**src/design/byte_budget_lru_cache_core_macros.svh**
```systemverilog
// Assertion helpers for the cache directory.
`ifndef BYTE_BUDGET_LRU_CACHE_CORE_MACROS_SVH
`define BYTE_BUDGET_LRU_CACHE_CORE_MACROS_SVH

`ifndef SYNTHESIS

// Same-cycle implication.
`define BBLC_ASSERT_IMP(label, clk, rst_n, ante, cons) \
    label: assert property (@(posedge clk) disable iff (!rst_n) (ante) |-> (cons)) \
        else $error("%m: check failed");

// Next-cycle implication.
`define BBLC_ASSERT_NXT(label, clk, rst_n, ante, cons) \
    label: assert property (@(posedge clk) disable iff (!rst_n) (ante) |=> (cons)) \
        else $error("%m: check failed");

`else

`define BBLC_ASSERT_IMP(label, clk, rst_n, ante, cons)
`define BBLC_ASSERT_NXT(label, clk, rst_n, ante, cons)

`endif

`endif

```
**src/design/bblc_pkg.sv**
```systemverilog
package bblc_pkg;

    localparam int MAX_ENTRIES = 16;
    localparam int OFFSET_BITS = 40;
    localparam int SIZE_BITS   = 24;
    localparam int LIMIT_BITS  = 32;
    localparam int FSZ_BITS    = 40;
    localparam int CFG_BITS    = 40;
    localparam int STAT_BITS   = 32;

    // configuration register indexes
    typedef enum logic [0:0] {
        REG_CACHE_LIMIT = 1'b0,
        REG_FILE_SIZE   = 1'b1
    } t_reg_idx;

    typedef enum logic [1:0] {
        ST_HIT   = 2'd0,
        ST_MISS  = 2'd1,
        ST_OOR   = 2'd2,
        ST_CLEAR = 2'd3
    } t_status;

    typedef enum logic [0:0] {
        KIND_FETCH = 1'b0,
        KIND_CLEAR = 1'b1
    } t_kind;

    typedef enum logic [2:0] {
        S_IDLE,
        S_CHECK,
        S_SCAN,
        S_DECIDE,
        S_EV_CHK,
        S_EV_SCAN,
        S_INSERT,
        S_FINISH
    } t_state;

    typedef struct packed {
        logic [0:0]             kind;
        logic [OFFSET_BITS-1:0] request_offset;
        logic [SIZE_BITS-1:0]   request_size;
    } t_req;

    typedef struct packed {
        t_status              status;
        logic [3:0]           entry_slot;
        logic [4:0]           evicted_now;
        logic [STAT_BITS-1:0] cached_bytes;
        logic [4:0]           entries_in_use;
        logic [STAT_BITS-1:0] fetch_count;
        logic [STAT_BITS-1:0] hit_count;
        logic [STAT_BITS-1:0] miss_count;
        logic [STAT_BITS-1:0] bytes_from_file;
        logic [STAT_BITS-1:0] eviction_count;
    } t_rsp;

endpackage

```
**src/design/byte_budget_lru_cache_core.sv**
```systemverilog
// Channel | Dir | Handshake                  | Payload
// in      | in  | i_in_valid / o_in_ready    | i_in_data  (bblc_pkg::t_req)
// out     | out | o_out_valid / i_out_ready  | o_out_data (bblc_pkg::t_rsp)
// cfg     | in  | i_cfg_we (no wait)         | i_cfg_idx, i_cfg_data
//
// Steps: clear and out-of-range go from S_CHECK straight to S_FINISH; a hit or a
//   resize scans every slot in S_SCAN, then passes S_DECIDE; a fresh insert also
//   passes S_EV_CHK and S_INSERT, with an S_EV_SCAN walk per eviction. The single
//   key/age compare walks one slot a cycle.
// Reset: i_rst_n synchronous, active low; clears valid bits, totals and counters.
// Stalls: one item at a time; a finished result waits in the output register
//   and the sequencer holds in its last step until that register frees up.
module byte_budget_lru_cache_core (
    input  logic                     i_clk,
    input  logic                     i_rst_n,
    input  logic                     i_in_valid,
    output logic                     o_in_ready,
    input  bblc_pkg::t_req           i_in_data,
    output logic                     o_out_valid,
    input  logic                     i_out_ready,
    output bblc_pkg::t_rsp           o_out_data,
    input  logic                     i_cfg_we,
    input  bblc_pkg::t_reg_idx       i_cfg_idx,
    input  logic [bblc_pkg::CFG_BITS-1:0] i_cfg_data
);
    import bblc_pkg::*;

    localparam int IW = (MAX_ENTRIES > 1) ? $clog2(MAX_ENTRIES) : 1;
    localparam int CW = $clog2(MAX_ENTRIES + 1);
    // exact byte sum over all slots
    localparam int SW = SIZE_BITS + CW;
    localparam logic [IW-1:0] LAST_IDX = IW'(MAX_ENTRIES - 1);

    function automatic logic [STAT_BITS-1:0] sat_add(input logic [STAT_BITS-1:0] a,
                                                     input logic [STAT_BITS-1:0] b);
        logic [STAT_BITS:0] s;
        s = {1'b0, a} + {1'b0, b};
        return s[STAT_BITS] ? '1 : s[STAT_BITS-1:0];
    endfunction

    // config
    logic [LIMIT_BITS-1:0] r_limit;
    logic [FSZ_BITS-1:0]   r_fsz;

    // directory
    logic [MAX_ENTRIES-1:0] r_valid;
    logic [OFFSET_BITS-1:0] r_key [MAX_ENTRIES];
    logic [SIZE_BITS-1:0]   r_len [MAX_ENTRIES];
    logic [IW-1:0]          r_age [MAX_ENTRIES];
    logic [CW-1:0]          r_count;
    logic [SW-1:0]          r_sum;

    // stats
    logic [STAT_BITS-1:0] r_fetch, r_hit, r_miss, r_bytes, r_evict;

    // current request and working registers
    t_state               r_state, n_state;
    logic                 r_kind;
    logic [OFFSET_BITS-1:0] r_off;
    logic [SIZE_BITS-1:0] r_size;
    logic [IW-1:0]        r_idx;
    logic                 r_found_v;
    logic [IW-1:0]        r_found;
    logic [SIZE_BITS-1:0] r_found_len;
    t_status              r_status;
    logic [IW-1:0]        r_slot;
    logic [CW-1:0]        r_evicted;

    t_rsp                 r_out;
    logic                 r_out_valid;

    // combinational helpers
    logic                 w_in_xfer;
    logic                 w_out_free;
    logic                 w_oor;
    logic                 w_match;
    logic                 w_is_hit;
    logic                 w_need_evict;
    logic                 w_oldest;
    logic [IW-1:0]        w_free;
    logic [63:0]          w_sum64;
    logic [STAT_BITS-1:0] w_cached;

    assign w_in_xfer  = i_in_valid && o_in_ready;
    assign w_out_free = !r_out_valid || i_out_ready;

    // bounds check without wrap
    assign w_oor = ({1'b0, r_off} + (OFFSET_BITS + 1)'(r_size)) >
                   (OFFSET_BITS + 1)'(r_fsz);

    assign w_match  = r_valid[r_idx] && (r_key[r_idx] == r_off);
    assign w_is_hit = r_found_v && (r_found_len >= r_size);

    // table not empty, and either full or budget set and the new entry would overflow it
    assign w_need_evict = (r_count != '0) &&
        ((r_count >= CW'(MAX_ENTRIES)) ||
         ((r_limit != '0) && ((64'(r_sum) + 64'(r_size)) > 64'(r_limit))));

    // ages of valid slots are always 0..count-1, so the oldest is count-1
    assign w_oldest = r_valid[r_idx] && (CW'(r_age[r_idx]) == (r_count - CW'(1)));

    // lowest numbered free slot
    always_comb begin
        w_free = '0;
        for (int i = MAX_ENTRIES - 1; i >= 0; i--) begin
            if (!r_valid[i]) begin
                w_free = IW'(i);
            end
        end
    end

    assign w_sum64  = 64'(r_sum);
    assign w_cached = (w_sum64 > 64'(32'hFFFF_FFFF)) ? '1 : w_sum64[STAT_BITS-1:0];

    // next state
    always_comb begin
        n_state = r_state;
        case (r_state)
            S_IDLE: begin
                if (w_in_xfer) n_state = S_CHECK;
            end
            S_CHECK: begin
                if (r_kind == KIND_CLEAR || w_oor) n_state = S_FINISH;
                else                               n_state = S_SCAN;
            end
            S_SCAN: begin
                if (r_idx == LAST_IDX) n_state = S_DECIDE;
            end
            S_DECIDE: begin
                if (r_found_v) n_state = S_FINISH;
                else           n_state = S_EV_CHK;
            end
            S_EV_CHK: begin
                if (w_need_evict) n_state = S_EV_SCAN;
                else              n_state = S_INSERT;
            end
            S_EV_SCAN: begin
                if (w_oldest || r_idx == LAST_IDX) n_state = S_EV_CHK;
            end
            S_INSERT: n_state = S_FINISH;
            S_FINISH: begin
                if (w_out_free) n_state = S_IDLE;
            end
            default: n_state = S_IDLE;
        endcase
    end

    // outputs
    always_comb begin
        o_in_ready  = (r_state == S_IDLE);
        o_out_valid = r_out_valid;
        o_out_data  = r_out;
    end

    // control state
    always_ff @(posedge i_clk) begin
        if (!i_rst_n) begin
            r_state     <= S_IDLE;
            r_out_valid <= 1'b0;
            r_limit     <= '0;
            r_fsz       <= '0;
            r_valid     <= '0;
            r_count     <= '0;
            r_sum       <= '0;
            r_fetch     <= '0;
            r_hit       <= '0;
            r_miss      <= '0;
            r_bytes     <= '0;
            r_evict     <= '0;
        end else begin
            r_state <= n_state;

            if (i_cfg_we) begin
                case (i_cfg_idx)
                    REG_CACHE_LIMIT: r_limit <= i_cfg_data[LIMIT_BITS-1:0];
                    REG_FILE_SIZE:   r_fsz   <= i_cfg_data[FSZ_BITS-1:0];
                    default: ;
                endcase
            end

            // a new result loads as the old one leaves
            if (r_state == S_FINISH && w_out_free) r_out_valid <= 1'b1;
            else if (r_out_valid && i_out_ready)   r_out_valid <= 1'b0;

            case (r_state)
                S_CHECK: begin
                    if (r_kind == KIND_CLEAR) begin
                        r_valid <= '0;
                        r_count <= '0;
                        r_sum   <= '0;
                    end else begin
                        r_fetch <= sat_add(r_fetch, STAT_BITS'(1));
                    end
                end
                S_DECIDE: begin
                    if (w_is_hit) begin
                        r_hit <= sat_add(r_hit, STAT_BITS'(1));
                    end else begin
                        r_miss  <= sat_add(r_miss, STAT_BITS'(1));
                        r_bytes <= sat_add(r_bytes, STAT_BITS'(r_size));
                        // resize keeps the exact sum in step
                        if (r_found_v) r_sum <= r_sum - SW'(r_found_len) + SW'(r_size);
                    end
                end
                S_EV_SCAN: begin
                    if (w_oldest) begin
                        r_valid[r_idx] <= 1'b0;
                        r_count        <= r_count - CW'(1);
                        r_sum          <= r_sum - SW'(r_len[r_idx]);
                        r_evict        <= sat_add(r_evict, STAT_BITS'(1));
                    end
                end
                S_INSERT: begin
                    r_valid[w_free] <= 1'b1;
                    r_count         <= r_count + CW'(1);
                    r_sum           <= r_sum + SW'(r_size);
                end
                default: ;
            endcase
        end
    end

    // payload and working registers
    always_ff @(posedge i_clk) begin
        case (r_state)
            S_IDLE: begin
                if (w_in_xfer) begin
                    r_kind <= i_in_data.kind;
                    r_off  <= i_in_data.request_offset;
                    r_size <= i_in_data.request_size;
                end
            end
            S_CHECK: begin
                r_idx     <= '0;
                r_found_v <= 1'b0;
                r_slot    <= '0;
                r_evicted <= '0;
                if (r_kind == KIND_CLEAR) r_status <= ST_CLEAR;
                else if (w_oor)           r_status <= ST_OOR;
            end
            S_SCAN: begin
                // last match wins
                if (w_match) begin
                    r_found_v   <= 1'b1;
                    r_found     <= r_idx;
                    r_found_len <= r_len[r_idx];
                end
                r_idx <= r_idx + IW'(1);
            end
            S_DECIDE: begin
                if (r_found_v) begin
                    r_slot <= r_found;
                    if (!w_is_hit) r_len[r_found] <= r_size;
                    // move to MRU; younger entries age by one
                    for (int i = 0; i < MAX_ENTRIES; i++) begin
                        if (r_valid[i] && IW'(i) != r_found && r_age[i] < r_age[r_found]) begin
                            r_age[i] <= r_age[i] + IW'(1);
                        end
                    end
                    r_age[r_found] <= '0;
                end
                r_status <= w_is_hit ? ST_HIT : ST_MISS;
            end
            S_EV_CHK: begin
                r_idx <= '0;
            end
            S_EV_SCAN: begin
                if (w_oldest) r_evicted <= r_evicted + CW'(1);
                r_idx <= r_idx + IW'(1);
            end
            S_INSERT: begin
                for (int i = 0; i < MAX_ENTRIES; i++) begin
                    if (r_valid[i]) r_age[i] <= r_age[i] + IW'(1);
                end
                r_key[w_free] <= r_off;
                r_len[w_free] <= r_size;
                r_age[w_free] <= '0;
                r_slot        <= w_free;
            end
            S_FINISH: begin
                if (w_out_free) begin
                    r_out.status          <= r_status;
                    r_out.entry_slot      <= 4'(r_slot);
                    r_out.evicted_now     <= 5'(r_evicted);
                    r_out.cached_bytes    <= w_cached;
                    r_out.entries_in_use  <= 5'(r_count);
                    r_out.fetch_count     <= r_fetch;
                    r_out.hit_count       <= r_hit;
                    r_out.miss_count      <= r_miss;
                    r_out.bytes_from_file <= r_bytes;
                    r_out.eviction_count  <= r_evict;
                end
            end
            default: ;
        endcase
    end

`include "byte_budget_lru_cache_core_macros.svh"

    `BBLC_ASSERT_IMP(a_count_tracks_valid, i_clk, i_rst_n, 1'b1, r_count == CW'($countones(r_valid)))
    `BBLC_ASSERT_IMP(a_count_in_range, i_clk, i_rst_n, 1'b1, r_count <= CW'(MAX_ENTRIES))
    `BBLC_ASSERT_IMP(a_evict_nonempty, i_clk, i_rst_n, r_state == S_EV_SCAN, r_count != '0)
    `BBLC_ASSERT_NXT(a_insert_has_room, i_clk, i_rst_n, r_state == S_INSERT, r_count != '0)
    `BBLC_ASSERT_NXT(a_accept_to_check, i_clk, i_rst_n, w_in_xfer, r_state == S_CHECK)

endmodule
```
**config.mk**
```make
export PLATFORM = sky130hd
export DESIGN_NAME = byte_budget_lru_cache_core
export DESIGN_NICKNAME = d
export VERILOG_FILES = /design/src/design/bblc_pkg.sv /design/src/design/byte_budget_lru_cache_core.sv
export VERILOG_INCLUDE_DIRS = /design/src /design/src/design
export SDC_FILE = /design/constraint.sdc
export NUM_CORES = 2
export LEC_CHECK = 0
export BUFFER_PORTS_ARGS = -buffer_cell sky130_fd_sc_hd__buf_2
export CORE_AREA = 5 5 398 400
export DETAILED_ROUTE_END_ITERATION = 8
export DIE_AREA = 0 0 403 405
export HOLD_SLACK_MARGIN = 0.15
export PLACE_DENSITY = 0.66
export SETUP_SLACK_MARGIN = 0.3
export SLEW_MARGIN = 20
export SYNTH_ARGS = -nofsm -noshare
export SYNTH_HDL_FRONTEND = slang
export SYNTH_SLANG_ARGS = --single-unit
```
**constraint.sdc**
```tcl
create_clock -name i_clk -period 28.3 [get_ports i_clk]
set_input_delay 1.415 -clock i_clk [delete_from_list [all_inputs] [get_ports i_clk]]
set_output_delay 1.415 -clock i_clk [all_outputs]
set_load 0.02 [all_outputs]
```
# --- After elaboration in Yosys (flattened, before gate mapping) ---
# Memory sizes are Yosys's and may differ from the RTL's. A register that Yosys moved wholly into a read port is not among the register bits.
# Cells that the tools add are included.
word_totals:
  latch_bits: 0
  ramBits: 1088
  output_inout_bits: 210
  wordCells: 435
  rom_bits: 0
  memories: 3
  regBits: 603
classes:
  muxes: 207
  n_mul: 0
  bitwise: 22
  n_addsub: 31
  n_shift: 0
  eq_ne: 35
  reduce_logical: 79
  order_cmp: 25
  div_mod_pow: 0
mem_list:
  columns: ["name", "depth", "word_bits", "read_ports", "rd_clocked_by_memory_dff", "write_ports", "line", "text"]
  rows:
  - ["r_key", 16, 40, 1, 1, 1, "byte_budget_lru_cache_core.sv:47", "logic [OFFSET_BITS-1:0] r_key [MAX_ENTRIES];"]
  - ["r_len", 16, 24, 1, 1, 1, "byte_budget_lru_cache_core.sv:48", "logic [SIZE_BITS-1:0] r_len [MAX_ENTRIES];"]
  - ["r_age", 16, 4, 18, 2, 17, "byte_budget_lru_cache_core.sv:49", "logic [IW-1:0] r_age [MAX_ENTRIES];"]
op_table:
  columns: ["cell", "count"]
  rows:
  - ["32-bit 2-to-1 mux", 6]
  - ["4-bit 2-to-1 mux", 40]
  - ["32-bit by 1-bit adder with 33-bit output, second input constant", 4]
  - ["1-bit 2-to-1 mux", 130]
  - ["29-bit 2-to-1 mux", 4]
  - ["29-bit one-hot mux with 4 select lines", 1]
  - ["4-bit by 1-bit adder with 4-bit output, second input constant", 17]
  - ["4-bit < comparator", 16]
  - ["29-bit by 24-bit adder with 29-bit output", 2]
  - ["29-bit by 24-bit subtractor with 29-bit output", 2]
  - ["16-bit one-hot mux with 3 select lines", 1]
  - ["1-bit logical AND", 42]
  - ["40-bit by 24-bit adder with 41-bit output", 1]
  - ["41-bit by 40-bit greater-than comparator with 1-bit output", 1]
  - ["40-bit equality test", 1]
  - ["32-bit by 24-bit adder with 33-bit output", 1]
  - ["29-bit by 32-bit greater-than comparator with 1-bit output, second input constant", 1]
  - ["30-bit by 32-bit greater-than comparator with 1-bit output", 1]
  - ["16-bit 2-to-1 mux", 2]
  - ["4-bit != test, first input constant", 8]
  - ["32-bit nonzero test", 1]
  - ["29-bit by 24-bit adder with 30-bit output", 1]
  - ["2-bit AND reduction", 13]
  - ["24-bit greater-or-equal comparator", 1]
  - ["47 further kinds", 102]

# --- Logic depth before layout (Yosys ltp) ---
logic_depth:
  ltp_word: 22
  depth_mapped: 26
  ltp_nobuf: 24

# --- Least setup slack after synthesis ---
# Ideal clock, no wire load.
synth_timing:
  kind: "input-to-reg"
  from: "input i_out_ready"
  to: "register r_out (netlist bit o_out_data[0]) (enable)"
  t_required_ns: 27.524
  cell_stages: 2
  arrival_time_ns: 10.008
  path_slack_ns: 17.517
  path_cell_list: "nor2b_1 -> nor2_1"
synth_via:
  elab_chain_len: 2
synth_lines:
  columns: ["item", "line", "text"]
  rows:
  - ["start: declaration", "byte_budget_lru_cache_core.sv:20", "input logic i_out_ready,"]
  - ["1-bit logical OR", "byte_budget_lru_cache_core.sv:85", "assign w_out_free = !r_out_valid || i_out_ready;"]
  - ["2-bit AND reduction (no source line)", null, null]
  - ["end: declaration", "byte_budget_lru_cache_core.sv:69", "t_rsp r_out;"]
# Every way passes these cells.
# A chain may end at the register's enable or synchronous reset.

==> metrics <==
run status finished clean; number of failing hold endpoints at the final stage 0; count of cell instances traversed by the critical path 21; largest net degree at the start of global routing 88; number of standard cells in the final layout excluding fillers between 7k and 8k; sum of routed wire length over all layers approximately 220 mm; Clock Power Share 29.7%; wire length of the first global-routing pass 319 mm; most area-hungry cell type in the Yosys netlist sky130_fd_sc_hd__edfxtp_1; initial antenna violation count 12; path type of the worst setup path reg -> reg; power density over the cells a little over 90 nW/um^2; number of max-slew violations in the final report 0; fraction of final layout cells sized beyond drive strength 1 between 10% and 20%; fraction of the yosys area taken by sequential cells approximately three fifths; gr ovfl total 0; crit path capture r_sum[25]$_SDFFE_PN0P_; Clock Skews 0.0613 ns; total net switching power 2.72 mW; sequential share of power 38.6%; Top Ports 321; worst-skew pair later-pin latency 0.83 ns; Post-CTS Hold Fix Bufs 0; register clock-pin slew on the reported worst setup and hold paths ~0.06 ns; max-slew headroom at the worst pin around a quarter; number of placed cells counting well taps between 7k and 8k; startpoint type of the worst setup path flip-flop; Mapped Cells between 5k and 6k; total number of vias 48.6k; Root Buffer sky130_fd_sc_hd__clkbuf_16; worst reg2reg endpoint r_sum[25]$_SDFFE_PN0P_; clk buf depth 3; Placement Rows 145; die outline height a little over 400 um; RSZ-0062 raised after global routing no; Max VDD drop ~0.064 mV; Static Leak between 30 and 40 nW; Post-DRT Antenna Nets 0; number of buffers added for setup after CTS 0; Setup TNS 0 ns; chip width 403 um; upper clock frequency limit around 0.14 GHz; post-synthesis register bit count around 1.7k; flop-to-flop setup slack about 21 ns; number of H-tree branching levels 4; number of buffer cells added on primary ports 317; count of cell types in the netlist just over 80; Avg Inst Size Synth 14.2 um^2; CP top delay family simple AND/OR/NAND/NOR gates; area of the mapped netlist between 70000 and 80000 um^2; Post-DP HPWL ~140 mm; switching share of power roughly 34%; final weighted congestion in routability-driven placement slightly above 0.9; count of flip-flops with a built-in enable after synthesis ~1.3k; number of synthesis warnings 0; maximum fanout along the worst path 42; largest cells by area after synthesis sky130_fd_sc_hd__edfxtp_1 (52%), sky130_fd_sc_hd__mux4_2 (10%), sky130_fd_sc_hd__dfxtp_1 (9.4%); Power Internal ~5.4 mW; Primary FF master, synth sky130_fd_sc_hd__edfxtp_1; total core area about 150000 um^2; number of setup violations in the final report 0; share of Yosys cell area claimed by the top area cell type a little over half; fin crit share 24.8%; detailed-route vias per instance between 6 and 7; Tot Pwr about 8 mW; Global Route Usage Sum 26.4%; number of DRC markers in iteration 0 between 5k and 6k; TritonCTS clock tree built; signal arrival time at the worst endpoint between 7 and 8 ns; clock buffer count from CTS ~180; class of the tightest hold or removal check reg -> reg; fill cell instance count of the final layout about 12k; Critical-path top delay cell sky130_fd_sc_hd__dfxtp_4; Detailed Routing Iterations Pass 1 6; area added between synthesis and finish 13.6%; Critical Path End Type flip-flop; detailed-route wire length per cell approximately 27 um; hold-critical path depth 0; max-cap check violation count 0; number of global-route vias before repair 46.9k; CP bufs+invs 2; DRC violations left 0; post-layout min period 7.03 ns; total number of clock tree sinks about 1.7k; measured slew at the worst slew-check pin 1.13 ns; total of cells resized after clock tree synthesis 0; CP Cell Sequence buf_4 > mux4_2 > mux2i_1 > mux2i_1 > inv_1 > ha_1 > nor4b_2 > nand4_1 > or3_1 > xnor2_1 > a21oi_1 > ha_1 > or2_2 > a21oi_1 > a31oi_1 > a2111o_1 > a31o_2 > a31o_2 > xnor2_1 > o21ai_0 > o221a_2; most instantiated library cell after synthesis sky130_fd_sc_hd__edfxtp_1; Gate power share 31.6%; top cells by count, synth sky130_fd_sc_hd__edfxtp_1 (1338), sky130_fd_sc_hd__a21oi_1 (382), sky130_fd_sc_hd__nand2_1 (373), sky130_fd_sc_hd__dfxtp_1 (358), sky130_fd_sc_hd__mux4_2 (342); data required time of the critical path 29.00 ns; Initial Util between 40% and 50%; Die Footprint 163000 um^2; net total in the final layout between 6k and 7k; biggest cell delay along the critical path around 0.95 ns; share of flip-flops with an asynchronous set or reset after synthesis 0%; cell depth of the worst flop-to-flop path 21
[how the worst min path moves through the flow]
stage                                         start                   endpoint  slack (ns)
final                       r_miss[11]$_SDFFE_PN0P_   o_out_data[75]$_DFFE_PP_        0.45
after global routing      r_status[1]$_SDFFCE_PP0P_  o_out_data[207]$_DFFE_PP_        0.46
after CTS                   r_miss[11]$_SDFFE_PN0P_   o_out_data[75]$_DFFE_PP_        0.45
after detailed placement        r_slot[3]$_DFFE_PP_  o_out_data[205]$_DFFE_PP_        0.41
after global placement      r_miss[11]$_SDFFE_PN0P_   o_out_data[75]$_DFFE_PP_        0.41
after floorplan                 r_slot[0]$_DFFE_PP_  o_out_data[202]$_DFFE_PP_        0.40
[cell usage in the layout, fill, tap and decap left out, drive strengths merged, types with 12 or more instances in the layout]
cell / netlist / routed
edfxtp: 1338 / 1338
buf: 63 / 427
a21oi: 382 / 382
nand2: 373 / 373
dfxtp: 358 / 358
mux4: 342 / 342
nor2: 323 / 323
ha: 304 / 304
inv: 253 / 259
clkbuf: 149 / 225
xnor2: 196 / 196
xor2: 132 / 132
o21ai: 130 / 130
nand3: 95 / 95
a21o: 79 / 79
nor3: 79 / 79
nand4: 71 / 71
clkinv: 2 / 68
nor2b: 66 / 66
a22oi: 53 / 53
and3: 51 / 51
mux2i: 48 / 48
nand2b: 39 / 39
o21a: 34 / 34
a31oi: 34 / 34
a211oi: 32 / 32
nor4: 31 / 31
o211ai: 30 / 30
fa: 28 / 28
and4: 26 / 26
and2: 26 / 26
bufinv: 0 / 23
a2111oi: 17 / 17
o21bai: 16 / 16
or3: 14 / 14
o221a: 13 / 13
a311oi: 13 / 13
o31ai: 12 / 12
or2: 12 / 12
[layout make-up]
| cell class | count | area [um^2] | share of cell area, % |
|---|---|---|---|
| sequential | 1696 | 47400 | 54.5 |
| multi-input combinational | 3225 | 27600 | 31.7 |
| clock buffer | 225 | 4710 | 5.42 |
| tap | 2058 | 2570 | 2.96 |
| timing repair buffer | 427 | 2420 | 2.78 |
| clock inverter | 102 | 1350 | 1.55 |
| inverter | 255 | 962 | 1.11 |
| antenna | 9 | 22.5 | 0.0259 |
[power by group through the flow]
stage / sequential [mW] / clock, mW / combinational (mW)
finish: 3.12 / 2.41 / 2.56
global placement: 3.17 / 0 / 2.50
global route: 3.13 / 2.55 / 2.77
floorplan: 3.05 / 0 / 1.84
detailed placement: 3.17 / 0 / 2.53
CTS: 3.12 / 2.45 / 2.54
[stage by stage]
stage | hold slack (ns) | util, % | cell area [um^2] | setup slack [ns]
3_3_place_gp | 0.415 | 52.2 | 80900 | 21.25
4_1_cts | 0.450 | 56.1 | 86900 | 21.23
5_1_grt | 0.460 | 56.1 | 87000 | 20.72
2_1_floorplan | 0.400 | - | 76500 | 17.52
6_report | 0.450 | 56.1 | 87000 | 21.27
3_5_place_dp | 0.414 | 52.2 | 80900 | 21.24
[state kept, by name (all words and copies together) (netlist names), 40 cells and up, named ones only]
register and cells:
o_out_data 205, r_age 64, r_fsz 40, r_key 640, r_len 384, r_off 40
[cells by family after synthesis]
kind of cell / synth area share, %
and+or+nand+nor: 7.68
AOI/OAI and AO/OA: 7.79
DFF: 61.9
muxes: 10.8
other: 0.00490
adders and majority gates: 5.70
buffers and inverters: 2.46
xor gates and xnor gates: 3.75
[worst reg2reg max path, stage by stage, from the launching register on]
cell and delay, ns:
sky130_fd_sc_hd__dfxtp_4 0.95, sky130_fd_sc_hd__buf_4 0.81, sky130_fd_sc_hd__mux4_2 0.64, sky130_fd_sc_hd__mux2i_1 0.17, sky130_fd_sc_hd__mux2i_1 0.17, sky130_fd_sc_hd__inv_1 0.11, sky130_fd_sc_hd__ha_1 0.22, sky130_fd_sc_hd__nor4b_2 0.39
sky130_fd_sc_hd__nand4_1 0.43, sky130_fd_sc_hd__or3_1 0.49, sky130_fd_sc_hd__xnor2_1 0.14, sky130_fd_sc_hd__a21oi_1 0.09, sky130_fd_sc_hd__ha_1 0.38, sky130_fd_sc_hd__or2_2 0.31, sky130_fd_sc_hd__a21oi_1 0.14, sky130_fd_sc_hd__a31oi_1 0.07
sky130_fd_sc_hd__a2111o_1 0.45, sky130_fd_sc_hd__a31o_2 0.24, sky130_fd_sc_hd__a31o_2 0.27, sky130_fd_sc_hd__xnor2_1 0.12, sky130_fd_sc_hd__o21ai_0 0.09, sky130_fd_sc_hd__o221a_2 0.26
[routing by layer]
layer  up-vias  part of all wire [%]  global-route usage, %
li1      21400                     -                      -
met1     24700                    42                   37.0
met2      2122                    47                   42.2
met3       345                   8.9                   6.16
met4         4                   2.6                   6.50
met5         -                 0.012                      0
No activity file was read; power rests on OpenSTA's default activity.
